$ cat src/rtl/core/vdt_ram.sv
module vdt_ram #(
   parameter int WIDTH = 8,
   parameter int DEPTH = 16
) (
   input  logic                     clock,
   input  logic                     wr_en,
   input  logic [$clog2(DEPTH)-1:0] wr_addr,
   input  logic [WIDTH-1:0]         wr_data,
   input  logic [$clog2(DEPTH)-1:0] rd_addr,
   output logic [WIDTH-1:0]         rd_data
);

   logic [WIDTH-1:0] mem [DEPTH];
   logic [WIDTH-1:0] rd_data_ff;

   always_ff @(posedge clock) begin
      if (wr_en) begin
         mem[wr_addr] <= wr_data;
      end
      rd_data_ff <= mem[rd_addr];
   end

   assign rd_data = rd_data_ff;

endmodule

$ cat config.mk
export PLATFORM = sky130hd
export DESIGN_NAME = vdt_ram
export DESIGN_NICKNAME = d
export VERILOG_FILES = /design/src/rtl/core/vdt_ram.sv
export SDC_FILE = /design/constraint.sdc
export NUM_CORES = 1
export LEC_CHECK = 0
export BUFFER_PORTS_ARGS = -buffer_cell sky130_fd_sc_hd__buf_2
export CAP_MARGIN = 20
export CORE_UTILIZATION = 35
export CTS_CLUSTER_DIAMETER = 60
export CTS_CLUSTER_SIZE = 25
export DETAILED_ROUTE_END_ITERATION = 16
export SYNTH_ARGS = -nofsm -noshare
export SYNTH_HDL_FRONTEND = slang
export SYNTH_SLANG_ARGS = --single-unit
$ cat constraint.sdc
create_clock -name clock -period 1.9 [get_ports clock]
set_input_delay 0.38 -clock clock [delete_from_list [all_inputs] [get_ports clock]]
set_output_delay 0.38 -clock clock [all_outputs]
set_load 0.02 [all_outputs]
; ---- Word level (Yosys, flattened, before mapping)
; Memories as Yosys holds them, arrays and structs flattened. A register that Yosys moved wholly into a read port is not among the register bits.
; Cells that the tools add are included.
[totals]
ram_bits = 128
mem_count = 1
elab_cells = 3
inputBits = 18
out_inout_bits = 8
reg_bits = 0
[classes]
mux = 2
[memory_table]
columns = memory, depth, word_bits, read_ports, rd_ports_with_merged_regs, write_ports, line
row1 = mem, 16, 8, 1, 1, 1, 13  ; logic [WIDTH-1:0] mem [DEPTH];
[op_table]
columns = op, n
row1 = two-way mux 1 bit, 2

; ---- Depth between registers and ports, before layout
[depth]
depth_word = 2
ltp_mapped = 5
mapped_depth_nobuf = 3

; ---- Worst setup path after synthesis
; No wires, ideal clock.
[synth_path]
path_kind = input to register
start = input port wr_addr[2]
end = memory mem[0][0] (enable)
required_ns = 1.517
path_stages = 2
arrival_time_ns = 1.490
n_path_buf = 0
slack_ns = 0.027
setup_ns = 0.383
path_cell_list = or3b_2 -> nor3_1
[synth_rtl]
columns = element, line
row1 = start: declaration, 7  ; input logic [$clog2(DEPTH)-1:0] wr_addr,
row2 = end: declaration, 13
; Straight into the memory's write port.

==> summary.json <==
{
  "run_status": {"value": "completed"},
  "final.min_clock_period": {"value": 1.43, "unit": "ns"},
  "synth_async_sr_flop_share": {"value": 0, "unit": "%"},
  "timing.hold.worst.start": {"value": "wr_data[4]"},
  "r2r_cells": {"value": 3},
  "cts-buffers-inserted": {"value": 17},
  "global_route_wire_length_before_repair": {"value": 15.1, "unit": "mm"},
  "ys_seq_area_share": {"value": 77.8, "unit": "%"},
  "synth_cells": {"value": 229},
  "seqCellArea": {"value": 4000, "unit": "um2"},
  "critPathSlowestCell": {"value": "sky130_fd_sc_hd__mux4_1"},
  "worstSetupStartpointType": {"value": "input pin"},
  "critPathRequiredTime": {"value": 2.20, "unit": "ns"},
  "first_global_vias": {"value": 2541},
  "ant_nets": {"value": 0},
  "detailedPlacementHpwl": {"value": 6.37, "unit": "mm"},
  "fin_nets": {"value": 303},
  "synth-edff-count": {"value": 128},
  "critical_path.cell_chain": {"value": "buf_2 > buf_4 > mux4_1 > a22oi_1 > nand2_1"},
  "areaGrowthSynthToFinish": {"value": 20.5, "unit": "%"},
  "netlist_area": {"value": 5150, "unit": "um2"},
  "relSlewSlack": {"value": 74.9, "unit": "%"},
  "design.core.area": {"value": 14100, "unit": "um2"},
  "synth_top_cell_by_area": {"value": "sky130_fd_sc_hd__edfxtp_1"},
  "floorplan.io_pins": {"value": 26},
  "top_count_cell_post_synth": {"value": "sky130_fd_sc_hd__edfxtp_1"},
  "clk_path_buf_depth": {"value": 2},
  "postSynthAreaPerCell": {"value": 22.5, "unit": "um2"},
  "total_length_of_routed_met3_wires": {"value": 573, "unit": "um"},
  "number_of_nets_produced_by_synthesis": {"value": 247},
  "dominant_register_cell_in_the_synthesized_netlist": {"value": "sky130_fd_sc_hd__edfxtp_1"},
  "cts.sink_count": {"value": 136},
  "synth_commonest_cells": {"value": "128 x sky130_fd_sc_hd__edfxtp_1, 18 x sky130_fd_sc_hd__mux4_2, 16 x sky130_fd_sc_hd__a22oi_1, 14 x sky130_fd_sc_hd__mux4_1, 13 x sky130_fd_sc_hd__nor2_1"},
  "unrepaired_setup_endpoints_after_global_routing": {"value": "false"},
  "post_cts_resized": {"value": 0},
  "regToRegStartpoint": {"value": "mem[1][0]$_DFFE_PP_"},
  "worst_path_largest_cell_delay": {"value": 0.58, "unit": "ns"},
  "worst-r2r-setup-slack": {"value": 0.54, "unit": "ns"},
  "timing.hold.ws": {"value": 0.349, "unit": "ns"},
  "switching_power": {"value": 0.00140, "unit": "W"},
  "routabilityCongestion": {"value": 0.719},
  "rows": {"value": 43},
  "worst_hold_path.num_cells": {"value": 1},
  "cts_tree": {"value": "built"},
  "met2WireLength": {"value": 4.82, "unit": "mm"},
  "grt_overflow": {"value": 0},
  "n_antenna_cell": {"value": 0},
  "clk_pin_slew": {"value": 0.06, "unit": "ns"},
  "critical_path.max_fanout": {"value": 10},
  "power_frac_comb": {"value": 4.9, "unit": "%"},
  "netlist_top_cells_area": {"value": "sky130_fd_sc_hd__edfxtp_1 75%, sky130_fd_sc_hd__mux4_2 7.9%, sky130_fd_sc_hd__mux4_1 7.1%, sky130_fd_sc_hd__dfxtp_1 3.1%, sky130_fd_sc_hd__a22oi_1 2.3%"},
  "synth.top_cell.area_share": {"value": 74.7, "unit": "%"},
  "met1_wl": {"value": 4.43, "unit": "mm"},
  "via_per_inst": {"value": 5.09},
  "critical_path.reg2reg.endpoint": {"value": "rd_data[0]$_DFF_P_"},
  "ys.warnings.count": {"value": 0},
  "final.period_utilization": {"value": 75.2, "unit": "%"},
  "floorplan.die_area": {"value": 15200, "unit": "um2"},
  "timing.fmax": {"value": 0.700, "unit": "GHz"},
  "fp.dieH": {"value": 123, "unit": "um"},
  "drt_pre_antenna_iters": {"value": 5},
  "postCtsSetupBuffers": {"value": 0},
  "multi_input_area": {"value": 1060, "unit": "um2"},
  "timing.final.max_slew_violations": {"value": 0},
  "htree_num_levels": {"value": 4},
  "synthDistinctLibCells": {"value": 19},
  "avgRoutedWirePerCell": {"value": 20.9, "unit": "um"},
  "remaining_drc_errors": {"value": 0},
  "final.setup_skew": {"value": 0.00648, "unit": "ns"},
  "max_cap_viol_count": {"value": 0},
  "pwr-share-seq": {"value": 48.7, "unit": "%"},
  "worst_ep_arrival_time": {"value": 1.73, "unit": "ns"},
  "power_per_cell_area": {"value": 1120, "unit": "nW/um2"},
  "groute.usage.overall": {"value": 14.6, "unit": "%"},
  "worst_pin_slew": {"value": 0.376, "unit": "ns"},
  "holdCritPathClass": {"value": "in -> reg"},
  "cts_root_buf": {"value": "sky130_fd_sc_hd__clkbuf_16"},
  "crit_path_end_kind": {"value": "flip-flop"},
  "clkPwrFrac": {"value": 46.4, "unit": "%"},
  "routed_wirelength": {"value": 9.98, "unit": "mm"},
  "initialDrtViolationCount": {"value": 141},
  "chipWidth": {"value": 123, "unit": "um"},
  "port_buffers": {"value": 25},
  "switching_share": {"value": 20.1, "unit": "%"},
  "tns": {"value": 0, "unit": "ns"},
  "fillCellCount": {"value": 1231},
  "final_hold_viol_count": {"value": 0},
  "vdd_drop_max": {"value": 0.511, "unit": "mV"},
  "route.vias.total": {"value": 2433},
  "largest_net_degree_at_the_start_of_global_routing": {"value": 33},
  "top_layer_used": {"value": "met5"},
  "grt_antenna_before_repair": {"value": 2},
  "clk-insertion-delay-late": {"value": 0.41, "unit": "ns"},
  "critical_path_class": {"value": "in -> reg"},
  "setup-violations-final": {"value": 0},
  "effective_utilization_at_floorplan": {"value": 36.5, "unit": "%"},
  "share_of_final_layout_standard_cells_stronger_than_drive_strength_1": {"value": 32.2, "unit": "%"},
  "leakage": {"value": 2.10, "unit": "nW"},
  "postSynthRegisterBits": {"value": 136},
  "min_delay_worst_endpoint": {"value": "mem[2][4]$_DFFE_PP_"},
  "cts.hold.buffers_added": {"value": 0},
  "power_report.internal_total": {"value": 0.00554, "unit": "W"}
}
## cell type report
class	instances	area share, %
clock inverter	14	2.54
clock buffer	18	6.92
multi-input combinational	83	17.0
tap	180	3.63
sequential	136	64.6
timing repair buffer	47	5.29
## worst max-delay path by stage
stage	startpoint	cells after the start	endpoint	slack, ns
after floorplan	wr_addr[2]	2	mem[0][0]$_DFFE_PP_	0.03
after global placement	rd_addr[0]	5	rd_data[5]$_DFF_P_	0.05
after detailed placement	rd_addr[0]	5	rd_data[5]$_DFF_P_	0.03
after CTS	rd_addr[0]	5	rd_data[5]$_DFF_P_	0.47
after global routing	rd_addr[0]	5	rd_data[3]$_DFF_P_	0.40
final	rd_addr[0]	5	rd_data[5]$_DFF_P_	0.47
## layout by cell type, fill, tap and decap left out
master,netlist,routed
sky130_fd_sc_hd__clkinv_2,0,5
sky130_fd_sc_hd__nand3b_1,2,2
sky130_fd_sc_hd__buf_2,3,25
sky130_fd_sc_hd__edfxtp_1,128,128
sky130_fd_sc_hd__dfxtp_1,8,8
sky130_fd_sc_hd__and2b_1,1,1
sky130_fd_sc_hd__nor2_1,13,13
sky130_fd_sc_hd__clkinv_1,0,1
sky130_fd_sc_hd__nor2b_1,1,1
sky130_fd_sc_hd__bufinv_16,0,3
sky130_fd_sc_hd__nand2b_1,2,2
sky130_fd_sc_hd__mux4_2,18,18
sky130_fd_sc_hd__clkinvlp_4,0,4
sky130_fd_sc_hd__clkbuf_16,0,17
sky130_fd_sc_hd__nand2_1,9,9
sky130_fd_sc_hd__buf_4,1,19
sky130_fd_sc_hd__buf_12,0,3
sky130_fd_sc_hd__mux4_1,14,14
sky130_fd_sc_hd__a22oi_1,16,16
sky130_fd_sc_hd__or3b_2,1,1
sky130_fd_sc_hd__and2_1,1,1
sky130_fd_sc_hd__clkinv_4,0,1
sky130_fd_sc_hd__nor3_1,4,4
sky130_fd_sc_hd__nand3_1,1,1
sky130_fd_sc_hd__clkbuf_1,0,1
## critical path: cells and delay by family
| family | cells | cell delay, ns |
|---|---|---|
| and+or+nand+nor | 1 | 0.08 |
| buffers and inverters | 2 | 0.42 |
| muxes | 1 | 0.58 |
| AOI/OAI and AO/OA | 1 | 0.27 |
## kinds of logic after synthesis
| kind of cell | share of synthesized area [%] |
|---|---|
| compound gates | 2.33 |
| mux | 15.0 |
| flops | 77.8 |
| buf+inv | 1.68 |
| simple gates | 3.18 |
## power by group through the flow
| stage | logic (W) | clock network, W | registers [W] |
|---|---|---|---|
| after floorplan | 0.000170 | 0 | 0.00346 |
| after global placement | 0.000341 | 0 | 0.00344 |
| after detailed placement | 0.000348 | 0 | 0.00344 |
| after CTS | 0.000349 | 0.00327 | 0.00338 |
| after global routing | 0.000367 | 0.00339 | 0.00338 |
| final | 0.000341 | 0.00322 | 0.00338 |
## layer usage
| metal | up-vias | track usage (%) |
|---|---|---|
| met2 | 68 | 22.7 |
| li1 | 1089 | - |
| met4 | 4 | 5.20 |
| met5 | - | 0 |
| met1 | 1255 | 19.0 |
| met3 | 17 | 5.07 |
## registers in the layout, indices dropped and copies added (netlist names)
register  count
mem         128
rd_data       8
## per-stage QoR
| stage | util [%] | power (W) | area (um2) | cells | setup slack [ns] |
|---|---|---|---|---|---|
| after CTS | 44.0 | 0.00699 | 6200 | 478 | 0.467 |
| after detailed placement | 39.8 | 0.00379 | 5610 | 446 | 0.0321 |
| final | 44.0 | 0.00693 | 6200 | 478 | 0.472 |
| after global routing | 44.0 | 0.00714 | 6200 | 478 | 0.402 |
| after global placement | 39.8 | 0.00378 | 5610 | 446 | 0.0487 |
| after floorplan | - | 0.00363 | 5150 | 229 | 0.0271 |
No activity file was read; power rests on OpenSTA's default activity.
