[src/rtl/core/vdt_pkg.sv]
package vdt_pkg;

   localparam int TABLE_DEPTH = 1024;
   localparam int IDX_W       = $clog2(TABLE_DEPTH);
   localparam int CNT_W       = $clog2(TABLE_DEPTH + 1);
   localparam int COORD_W     = 32;
   localparam int OWNER_W     = 16;
   localparam int VINDEX_W    = 10;

   typedef struct packed {
      logic signed [COORD_W-1:0] coord_x;
      logic signed [COORD_W-1:0] coord_y;
      logic signed [COORD_W-1:0] coord_z;
      logic [OWNER_W-1:0]        owner_quad;
   } req_type;

   typedef struct packed {
      logic [VINDEX_W-1:0] vertex_index;
      logic                was_new;
      logic                table_full;
   } rsp_type;

   typedef struct packed {
      logic [COORD_W-1:0] x;
      logic [COORD_W-1:0] y;
      logic [COORD_W-1:0] z;
      logic [OWNER_W-1:0] owner;
   } entry_type;

   localparam int ENTRY_W = $bits(entry_type);

   typedef struct packed {
      logic             wr_en;
      logic [IDX_W-1:0] wr_addr;
      entry_type        wr_data;
      logic [IDX_W-1:0] rd_addr;
   } mem_cmd_type;

   typedef enum logic [1:0] {
      ST_IDLE = 2'b01,
      ST_SCAN = 2'b10
   } state_type;

endpackage

[src/rtl/core/vdt_ctrl.sv]
module vdt_ctrl (
   input  logic                clock,
   input  logic                reset,
   input  logic                start,
   output logic                busy,
   input  vdt_pkg::req_type    req_data,
   output logic                rsp_valid,
   output vdt_pkg::rsp_type    rsp_data,
   output vdt_pkg::mem_cmd_type mem_cmd,
   input  vdt_pkg::entry_type  mem_rd_data
);
   import vdt_pkg::*;

   state_type        state_ff, state_in;
   req_type          req_ff, req_in;
   logic [CNT_W-1:0] count_ff, count_in;
   logic [IDX_W-1:0] data_idx_ff, data_idx_in;
   logic             rsp_valid_ff, rsp_valid_in;
   rsp_type          rsp_ff, rsp_in;

   logic             accept;
   logic             hit;
   logic             last;
   logic             finish;
   logic [CNT_W-1:0] next_idx;

   assign accept   = start && (state_ff == ST_IDLE);
   assign busy     = (state_ff != ST_IDLE);
   assign next_idx = CNT_W'(data_idx_ff) + CNT_W'(1);
   assign last     = (next_idx == count_ff);

   // The entry read in the previous cycle is compared against the held request.
   assign hit = (mem_rd_data.x == req_ff.coord_x) &&
                (mem_rd_data.y == req_ff.coord_y) &&
                (mem_rd_data.z == req_ff.coord_z);

   // An empty table needs no scan, so it finishes in the cycle of the transfer.
   assign finish = (accept && (count_ff == '0)) ||
                   ((state_ff == ST_SCAN) && !hit && last);

   always_comb begin
      state_in     = state_ff;
      req_in       = req_ff;
      count_in     = count_ff;
      data_idx_in  = data_idx_ff;
      rsp_valid_in = 1'b0;
      rsp_in       = rsp_ff;
      mem_cmd      = '0;

      case (state_ff)
         ST_IDLE: begin
            mem_cmd.rd_addr = '0;
            if (accept) begin
               req_in      = req_data;
               data_idx_in = '0;
               if (count_ff != '0) begin
                  state_in = ST_SCAN;
               end
            end
         end
         ST_SCAN: begin
            mem_cmd.rd_addr = next_idx[IDX_W-1:0];
            data_idx_in     = next_idx[IDX_W-1:0];
            if (hit) begin
               state_in            = ST_IDLE;
               rsp_valid_in        = 1'b1;
               rsp_in.vertex_index = VINDEX_W'(data_idx_ff);
               rsp_in.was_new      = 1'b0;
               rsp_in.table_full   = 1'b0;
            end else if (last) begin
               state_in = ST_IDLE;
            end
         end
         default: begin
            state_in = ST_IDLE;
         end
      endcase

      if (finish) begin
         rsp_valid_in = 1'b1;
         if (count_ff == CNT_W'(TABLE_DEPTH)) begin
            rsp_in.vertex_index = '0;
            rsp_in.was_new      = 1'b0;
            rsp_in.table_full   = 1'b1;
         end else begin
            mem_cmd.wr_en       = 1'b1;
            mem_cmd.wr_addr     = count_ff[IDX_W-1:0];
            rsp_in.vertex_index = VINDEX_W'(count_ff);
            rsp_in.was_new      = 1'b1;
            rsp_in.table_full   = 1'b0;
            count_in            = count_ff + CNT_W'(1);
         end
      end

      // The request register holds the payload by the time a scan finishes;
      // on an empty table the payload comes straight from the ports.
      if (accept) begin
         mem_cmd.wr_data.x     = req_data.coord_x;
         mem_cmd.wr_data.y     = req_data.coord_y;
         mem_cmd.wr_data.z     = req_data.coord_z;
         mem_cmd.wr_data.owner = req_data.owner_quad;
      end else begin
         mem_cmd.wr_data.x     = req_ff.coord_x;
         mem_cmd.wr_data.y     = req_ff.coord_y;
         mem_cmd.wr_data.z     = req_ff.coord_z;
         mem_cmd.wr_data.owner = req_ff.owner_quad;
      end
   end

   always_ff @(posedge clock) begin
      if (reset) begin
         state_ff     <= ST_IDLE;
         count_ff     <= '0;
         rsp_valid_ff <= 1'b0;
      end else begin
         state_ff     <= state_in;
         count_ff     <= count_in;
         rsp_valid_ff <= rsp_valid_in;
      end
      req_ff      <= req_in;
      data_idx_ff <= data_idx_in;
      rsp_ff      <= rsp_in;
   end

   assign rsp_valid = rsp_valid_ff;
   assign rsp_data  = rsp_ff;

endmodule

[config.mk]
export PLATFORM = sky130hd
export DESIGN_NAME = vdt_ctrl
export DESIGN_NICKNAME = d
export VERILOG_FILES = /design/src/rtl/core/vdt_pkg.sv /design/src/rtl/core/vdt_ctrl.sv
export SDC_FILE = /design/constraint.sdc
export NUM_CORES = 1
export LEC_CHECK = 0
export BUFFER_PORTS_ARGS = -buffer_cell sky130_fd_sc_hd__buf_2
export CORE_AREA = 2 2 147 149
export CTS_BUF_LIST = sky130_fd_sc_hd__clkbuf_2
export DETAILED_ROUTE_END_ITERATION = 10
export DIE_AREA = 0 0 149 151
export PLACE_DENSITY = 0.73
export SLEW_MARGIN = 15
export SYNTH_ARGS = -nofsm -noshare
export SYNTH_HDL_FRONTEND = slang
export SYNTH_SLANG_ARGS = --single-unit
[constraint.sdc]
create_clock -name clock -period 10.2 [get_ports clock]
set_input_delay 0.51 -clock clock [delete_from_list [all_inputs] [get_ports clock]]
set_output_delay 0.51 -clock clock [all_outputs]
set_load 0.01 [all_outputs]
; ---- Word level (Yosys, flattened, before mapping)
; Cells that the tools add are included.
[word_totals]
in_bits = 227
out_inout_bits = 147
ff_bits = 148
[op_classes]
eq_ne = 11
bitwise = 1
addsub = 2
mux = 18
reduce_logical = 17
[op_table]
columns = op, count
row1 = 112-bit two-way mux, 1
row2 = 32-bit == test, 3
row3 = 12-bit two-way mux, 4
row4 = 11-bit two-way mux, 2
row5 = 10-bit two-way mux, 2
row6 = 10-bit case mux with 2 select lines, 1
row7 = "10-bit by 1-bit adder with 11-bit output, second input constant", 1
row8 = "11-bit by 1-bit adder with 11-bit output, second input constant", 1
row9 = 11-bit == test, 1
row10 = "11-bit == test, second input constant", 1
row11 = 11-bit zero test, 1
row12 = 11-bit nonzero test, 1
row13 = 2-bit two-way mux, 4
row14 = 1-bit logical AND, 6
row15 = 2-bit AND reduction, 3
row16 = 2-bit nonzero test, 3
row17 = "2-bit by 1-bit != test with 1-bit output, second input constant", 2
row18 = 2-bit case mux with 2 select lines, 1
row19 = 1-bit two-way mux, 3
row20 = "3-bit != test, second input constant", 1
row21 = 3-bit AND reduction, 1
row22 = "2-bit by 1-bit == test with 1-bit output, second input constant", 1
row23 = "2-bit == test, second input constant", 1
row24 = "2-bit != test, second input constant", 1
row25 = other kinds (3), 3

; ---- Logic depth before layout (Yosys ltp)
[depth]
ltp_word = 9
depth_mapped = 11
depth_no_buf = 9

; ---- Least setup slack after synthesis
; Ideal clock, no wire load.
[synth_path]
path_type = reg-to-output
start = reg state_ff[0]
end = out mem_cmd[122] (netlist bit)
path_slack_ps = 2218
stages_incl_launch_ff = 8
arrival_ps = 7472
required_time_ps = 9690
n_path_buf = 1
cell_sequence = dfxtp_1 > nor2b_1 > nand2_1 > or3_1 > clkbuf_1 > o21ai_1 > nand2_1 > nor2_1
[synth_rtl]
columns = element, line
row1 = start: declaration, vdt_ctrl.sv:14  ; state_type state_ff, state_in;
row2 = start signal: assignment, vdt_ctrl.sv:116  ; state_ff <= state_in;
row3 = end: declaration, vdt_ctrl.sv:9  ; output vdt_pkg::mem_cmd_type mem_cmd,

==> run metrics <==
Max clock buf depth 2; Synth Net Count ~800; r2r setup slk about 6.9 ns; CTS H-tree depth 4; TritonCTS Buffers 17; HP Class input port to flop; R2R Path Start data_idx_ff[0]; DRT iter0 DRCs between 200 and 300; Mapped Area between 7000 and 8000 µm²; Die Ht 151 µm; status finished clean; Hold Crit Start req_data[36]; Vias between 6000 and 7000; Synth cell types 49; Place WS ~6.8 ns; worst-path fanout max 9; CTS clk-pin slew, worst paths 0.25 ns; WP data required a little under 10 ns; IO buf count 357; Final Instance Area 10700 µm²; final setup fails 0; antenna-violating nets left 0; largest net degree at the start of global routing 76; Post-CTS Setup Bufs 0; Worst setup SP type flop; WL/cell 18.5 µm; die area 22500 µm²; Vias/cell approximately 5; Post-synth ARST share 0; Hold Crit Depth 2; top cell type's share of synthesized area 0.518; Fmax roughly 240 MHz; critical path arrival 3.63 ns; TritonCTS clock tree built; std cell rows 53; synthesized instance count about 570; synth cell count leaders edfxtp_1, mux2_2, xnor2_1, nand4_1, nor2_1; RSZ-0062 raised after global routing no; number of failing hold endpoints at the final stage 0; number of flops mapped to enable cells by yosys 134; sequential cell area fraction in the yosys report 0.554; Initial Utilization 0.373; Yosys warning total 0; layout cell share with drive strength beyond 1 0.516; Design Power roughly 2.7 mW; Fin Hold WS 0.0919 ns; IO Pins 374; gpl congestion ~0.9; Overall Global Routing Usage 0.198; Max-Cap Viols 0; Synth area leader edfxtp_1; period utilisation layout 0.406; PD cells between 200 and 250 nW/µm²; worst r2r dst rsp_data[7]; placed cell areas around 9800 µm²; DRT Wirelength ~24000 µm; core area around 21000 µm²; DP HPWL ~18000 µm; main flop type after synthesis edfxtp_1; vias in the first global route ~6000; Worst Setup Path Type flop to primary output; Rel. slew slack 0.292; R2R depth 8; Layout Nets ~1200; fillers 1885; DRC Markers 0; Area Growth Syn to Fin 38.2%; Yosys reg bits 148; Final min period around 4.1 ns; CTS resizes 0; maximum VDD drop 0.217 mV; first-pass GRT wire length 32800 µm; root buffer cell clkbuf_2; Setup WS post-layout ~6.1 ns; DR pass1 iterations 5; Sink Count 148; top-count cell post-synth edfxtp_1; total grt overflow 0; CP Capture Type primary output; Post-Syn Area per Cell 13.7 µm²; Pins Over Slew Limit 0; setup TNS 0 ns; initial antenna violation count 6; Skew-Pair Late Insertion Delay roughly 0.74 ns; clk_skew approximately 0.057 ns; Lkg Pwr ~4.4 nW; die width 149 µm; Worst-Margin Slew about 1.1 ns; synth top area cells edfxtp_1, mux2_2, xnor2_1; WHS Endpoint req_ff[36]
power by group:
group          internal [mW]  switching, mW  leakage, nW
combinational          0.534          0.570         2.78
sequential              1.04          0.169         1.50
clock                  0.114          0.235        0.135
critical path, stage by stage (launching register included):
cell and delay (ns):
edfxtp_1 0.55, ha_1 0.24, and3_1 0.34, nand2_1 0.16
xnor2_1 0.38, and2_1 0.19, nand4_1 0.12, o21ai_1 0.35
nand2_1 0.28, nor2_1 0.16, buf_2 0.15
per-layer routing:
metal  track usage  up-vias  part of all wire
met5             0        -                 0
met4        0.0833        0             0.026
met3        0.0789       35             0.085
met2         0.340      261              0.51
met1         0.217     2988              0.38
li1              -     2951                 -
through the flow:
step,cells,utilization
4_1_cts,1227,0.492
3_3_place_gp,1180,0.472
5_1_grt,1281,0.515
3_5_place_dp,1180,0.472
6_report,1281,0.515
2_1_floorplan,568,-
worst max-delay path by stage:
stage	depth (start not counted)	slack, ns	endpoint	from
finish	10	6.06	mem_cmd[122]	data_idx_ff[0]
global route	10	5.75	mem_cmd[122]	data_idx_ff[0]
CTS	10	6.01	mem_cmd[127]	data_idx_ff[0]
detailed placement	8	6.78	rsp_data[7]	mem_rd_data[84]
global placement	8	6.81	rsp_data[7]	mem_rd_data[84]
floorplan	7	2.22	mem_cmd[122]	state_ff[0]
flip-flops by register name (all words and copies together), names as in the netlist:
name	count
count_ff	11
req_ff	112
data_idx_ff	10
rsp_data	12
rsp_valid	1
state_ff	2
cells by family after synthesis:
family,synth area share
mux,0.173
fa+ha+maj,0.00483
xor+xnor,0.134
simple gates,0.0862
flops,0.554
buf+inv,0.0174
compound gates,0.0306
placed cells by master, fill, tap and decap left out, types with 2 or more instances in the layout:
master         instances
nand4_1               32
dfxtp_1               14
nor4_1                 8
buf_2                357
a21oi_1                6
o32ai_1                2
inv_6                  2
nand2_1               12
xnor2_1              110
bufinv_16              2
inv_1                 10
dlygate4sd3_1         64
and2_1                 8
buf_4                  3
nor2b_1                8
nor2_1                22
and4_1                 2
o21ai_1                4
nor3_1                 4
mux2_1                 4
ha_1                   3
clkinvlp_4             3
edfxtp_1             134
mux2_2               113
o21ai_0                3
a21o_1                 8
clkinv_4               6
nand3_1                7
xor2_1                 6
clkbuf_2              17
diode_2                6
repair_timing:
item                                    4_1_cts  5_1_grt
hold buffers                                 16       48
hold endpoints to repair                     16       48
endpoints found under the setup margin        0        0
cell type report:
| cell class | instances | area [µm²] | share of cell area |
|---|---|---|---|
| inverter | 10 | 37.5 | 0.00350 |
| antenna | 6 | 15.0 | 0.00140 |
| clock inverter | 14 | 156 | 0.0146 |
| sequential | 148 | 4300 | 0.401 |
| tap | 275 | 344 | 0.0321 |
| clock buffer | 17 | 85.1 | 0.00793 |
| multi-input combinational | 387 | 3340 | 0.311 |
| timing repair buffer | 424 | 2450 | 0.228 |
No activity file was read; power rests on OpenSTA's default activity.
